File: src/hdl/tcc_pkg.sv
// tcc_pkg: shared constants, widths and the cordic arctangent table
// for the tilt-compensated compass angle pipeline. No dependencies.

package tcc_pkg;

    localparam int SAMPLE_BITS_DEF   = 16;
    localparam int CORDIC_STAGES_DEF = 16;

    // square root datapath: radicand is the sum of squares scaled to 62 bits
    localparam int ROOT_W = 31;
    localparam int RAD_W  = 2 * ROOT_W;
    localparam int REM_W  = ROOT_W + 2;

    // cordic datapath
    localparam int ATAN_LEN = 24;
    localparam int ANG_W    = 32;
    localparam int CXW      = 44;
    localparam int OUT_W    = 16;

    localparam logic [ANG_W-1:0] ANG_HALF  = 32'h8000_0000;
    localparam logic [ANG_W-1:0] ANG_ROUND = 32'h0000_8000;

    typedef logic signed [OUT_W-1:0] angle_t;

    // atan(2^-i) in binary angle, 2^32 per turn
    function automatic logic [ANG_W-1:0] tcc_atan(input int idx);
        logic [ANG_W-1:0] a;
        case (idx)
            0:       a = 32'h20000000;
            1:       a = 32'h12E4051E;
            2:       a = 32'h09FB385B;
            3:       a = 32'h051111D4;
            4:       a = 32'h028B0D43;
            5:       a = 32'h0145D7E1;
            6:       a = 32'h00A2F61E;
            7:       a = 32'h00517C55;
            8:       a = 32'h0028BE53;
            9:       a = 32'h00145F2F;
            10:      a = 32'h000A2F98;
            11:      a = 32'h000517CC;
            12:      a = 32'h00028BE6;
            13:      a = 32'h000145F3;
            14:      a = 32'h0000A2F9;
            15:      a = 32'h0000517C;
            16:      a = 32'h000028BE;
            17:      a = 32'h0000145F;
            18:      a = 32'h00000A2F;
            19:      a = 32'h00000517;
            20:      a = 32'h0000028B;
            21:      a = 32'h00000145;
            22:      a = 32'h000000A2;
            23:      a = 32'h00000051;
            default: a = '0;
        endcase
        return a;
    endfunction

endpackage

File: src/hdl/tcc_isqrt.sv
// tcc_isqrt: floor square root of a 62-bit radicand, one root bit per cell,
// each cell registered and advancing while en is high. Depends on tcc_pkg.

module tcc_isqrt (
    input  logic                       aclk,
    input  logic                       en,
    input  logic [tcc_pkg::RAD_W-1:0]  rad_in,
    output logic [tcc_pkg::ROOT_W-1:0] root_out
);
    import tcc_pkg::*;

    logic [REM_W-1:0]  rem_reg  [ROOT_W];
    logic [ROOT_W-1:0] root_reg [ROOT_W];
    logic [RAD_W-1:0]  rad_reg  [ROOT_W];

    genvar k;
    generate
        for (k = 0; k < ROOT_W; k++) begin : g_cell
            logic [REM_W-1:0]  rem_i;
            logic [ROOT_W-1:0] root_i;
            logic [RAD_W-1:0]  rad_i;
            logic [REM_W+1:0]  rem_t;
            logic [REM_W+1:0]  trial;
            logic [REM_W+1:0]  diff;
            logic              ge;

            if (k == 0) begin : g_src
                assign rem_i  = '0;
                assign root_i = '0;
                assign rad_i  = rad_in;
            end else begin : g_chain
                assign rem_i  = rem_reg[k-1];
                assign root_i = root_reg[k-1];
                assign rad_i  = rad_reg[k-1];
            end

            always_comb begin
                rem_t = {rem_i, rad_i[RAD_W-1 -: 2]};
                trial = {2'b00, root_i, 2'b01};
                ge    = (rem_t >= trial);
                diff  = rem_t - trial;
            end

            always_ff @(posedge aclk) begin
                if (en) begin
                    rem_reg[k]  <= ge ? diff[REM_W-1:0] : rem_t[REM_W-1:0];
                    root_reg[k] <= {root_i[ROOT_W-2:0], ge};
                    rad_reg[k]  <= {rad_i[RAD_W-3:0], 2'b00};
                end
            end
        end
    endgenerate

    assign root_out = root_reg[ROOT_W-1];

endmodule

File: config.mk
export PLATFORM = sky130hd
export DESIGN_NAME = tcc_isqrt
export DESIGN_NICKNAME = d
export VERILOG_FILES = /design/src/hdl/tcc_pkg.sv /design/src/hdl/tcc_isqrt.sv
export SDC_FILE = /design/constraint.sdc
export NUM_CORES = 2
export LEC_CHECK = 0
export BUFFER_PORTS_ARGS = -buffer_cell sky130_fd_sc_hd__buf_2
export CORE_MARGIN = 8
export CORE_UTILIZATION = 45
export CTS_BUF_LIST = sky130_fd_sc_hd__clkbuf_4 sky130_fd_sc_hd__clkbuf_8
export DETAILED_ROUTE_END_ITERATION = 8
export PLACE_DENSITY = 0.68
export SLEW_MARGIN = 5
export SYNTH_ARGS = -nofsm -noshare
export SYNTH_HDL_FRONTEND = slang
export SYNTH_SLANG_ARGS = --single-unit
export TNS_END_PERCENT = 10
File: constraint.sdc
create_clock -name aclk -period 3.7 [get_ports aclk]
set_input_delay 0.37 -clock aclk [delete_from_list [all_inputs] [get_ports aclk]]
set_output_delay 0.37 -clock aclk [all_outputs]
set_load 0.1 [all_outputs]
==> metrics.yaml <==
cts-root-buf: "clkbuf_8"
start_util: 0.451
netlist_area_sq_um: 111000
cts_buffers: 407
ys_seq_elements: 2368
post-dp-hpwl_um: 171000
worstPathArrival_ns: 4.29
cts.path.max_buffers: 4
synthArstFlopShare: 0
drv_cap: 0
synth.avg_cell_area_sq_um: 12.8
cts_tree: "done"
dp_slack_ns: -0.0855
io_pins: 95
grt_use_total: 0.176
start_kind: "flip-flop"
clock_sinks: 2368
outcome: "complete, no violations"
vias_per_cell: 5.34
htreeDepth: 5
synth_top_family_by_area: "simple AND/OR/NAND/NOR gates"
synth-compound-area-share: 0.0995
yosysUniqueCellTypes: 88
hp-class: "in -> reg"
gp_congestion: 0.905
ys_top_cells_by_area: "edfxtp_1 (64%), ha_1 (6.0%), xor2_1 (3.1%), xnor2_1 (3.0%), a21oi_1 (2.3%)"
drc: 0
synth_common_cells: "edfxtp_1 (2368), inv_1 (672), nand2_1 (618), ha_1 (528), nor2_1 (517)"
clk_pin_slew_worst_paths_ns: 0.06
portBuffers: 94
yosys_warnings: 0
synth-edff-count: 2368
num_vias: 68500
drtPass1Iterations: 5
hold_viol: 0
drv_slew: 0
gr-total-overflow: 0
synth_fp_nets: 9213
core_sq_um: 245000
finalCritPeriodShare: 0.981
p_leak_nw: 48.4
fmax_mhz: 276
relSlewSlack: 0.491
yosys.area_share.adder: 0.0597
dieArea_sq_um: 262000
grt_start_max_net_pins: 109
crit_fanout: 33
synth_top_area_share: 0.643
yosys-mux-area-fraction: 0.00681
num_rows: 182
synthXorXnorAreaFrac: 0.0607
antenna_left: 0
routedWlPerCell_um: 18.5
synthFlopType: "edfxtp_1"
syn2layout_area_growth_pct: 14.0
layout-drive-gt1-share: 0.113
wl_um: 238000
largest_reg_flops: 942
p_per_area_nw_per_um2: 603
insertion_delay_ns: 1.11
synthSimpleGateAreaFrac: 0.102
met3_length_um: 9840
die_y_um: 512
placed_cell_area_sq_um: 117000
final_net_count: 9877
end_kind: "flip-flop"
final_util: 0.514
yosysMostFrequentCell: "edfxtp_1"
fin_ws_ns: 0.0705
die_x_um: 512
worstSetupPathType: "reg -> reg"
rsz0062_at_grt: "yes"
period_minus_slack_ns: 3.63
seq_area_frac_synth: 0.643
drt_iter0_drc: 4886
skew_ns: 0.125
critical_path_required_ns: 4.36
grt_pass1_wl_um: 376000
fin_area_sq_um: 126000
grt_pass1_vias: 69500
worst_slew_pin_slew_ns: 0.760
wl_met1_um: 99100
setup_viol: 0
antenna_found_initial: 3
top_layer: "met4"
met2_wirelength_um: 120000
syn_inst: 8621
vdd_drop_max_mv: 0.363
yosysTopAreaCell: "edfxtp_1"
cells by family (layout without fill, tap and decap cells):
kind of cell               after synthesis  after routing
DFF                                   2368           2368
and+or+nand+nor                       2264           2264
AOI/OAI and AO/OA                     1777           1778
buffers and inverters                  847           1821
xor gates and xnor gates               767            767
adders and majority gates              528            528
muxes                                   69             69
other                                    1              6
through the flow:
| step | TNS [ns] | power, mW | hold WS (ns) | cells |
|---|---|---|---|---|
| global placement | -0.195 | 52.2 | 0.400 | 12000 |
| CTS | 0 | 76.9 | 0.0215 | 12800 |
| detailed placement | -1.39 | 52.5 | 0.405 | 12000 |
| floorplan | 0 | 47.0 | 0.400 | 8621 |
| global route | -0.515 | 80.1 | 0.0374 | 12800 |
| finish | 0 | 76.0 | 0.127 | 12800 |
power breakdown:
group / internal (mW) / switching, mW
sequential: 33.9 / 2.31
combinational: 6.67 / 9.26
clock: 13.4 / 10.5
critical path, cell delays in order (launching register included):
cell,delay [ns]
edfxtp_1,0.47
inv_1,0.07
ha_1,0.22
or3_1,0.37
o221a_2,0.29
a41oi_1,0.27
a311oi_1,0.23
a211o_1,0.40
a21oi_4,0.46
buf_12,0.25
o21ai_0,0.22
layout by cell type, fill, tap and decap left out, drive strengths merged, types with 136 or more instances in the layout:
| master | synthesis | layout |
|---|---|---|
| nor3 | 220 | 220 |
| clkinv | 2 | 177 |
| o21ai | 499 | 500 |
| clkbuf | 143 | 500 |
| xnor2 | 381 | 381 |
| nand3 | 136 | 136 |
| buf | 26 | 299 |
| ha | 528 | 528 |
| a21oi | 515 | 515 |
| inv | 676 | 683 |
| nand2 | 620 | 620 |
| xor2 | 386 | 386 |
| nor2 | 517 | 517 |
| edfxtp | 2368 | 2368 |
| a21o | 198 | 198 |
layer usage:
layer / up-vias / global-route usage
met4: 0 / 0.0664
li1: 33400 / -
met5: - / 0
met3: 559 / 0.0272
met2: 1621 / 0.315
met1: 33000 / 0.214
timing repair:
action	in CTS	in global routing
pin swaps	1	1
cloned	1	0
setup buffers	0	0
endpoints found under the setup margin	21	148
resized for setup	3	36
endpoints found under the hold margin	150	0
hold buffers	124	0
worst paths after layout:
check                  startpoint         endpoint  slack [ns]  depth (start not counted)
setup reg to reg  root_reg[11][0]  rem_reg[11][41]        0.07                         10
setup / recovery  root_reg[11][0]  rem_reg[11][41]        0.07                         10
hold / removal          rad_in[7]    rad_reg[0][7]        0.13                          2
hold reg to reg    rad_reg[4][98]   rad_reg[5][40]        0.35                          0
area by class of cell:
type | instances | area, sq um
antenna | 5 | 12.5
sequential | 2368 | 71100
multi-input combinational | 5407 | 36500
inverter | 678 | 2540
clock inverter | 220 | 1860
fill | 20900 | 119000
tap | 3220 | 4030
clock buffer | 500 | 6310
timing repair buffer | 423 | 3720
Note: power is estimated with default switching activity, not from simulation.
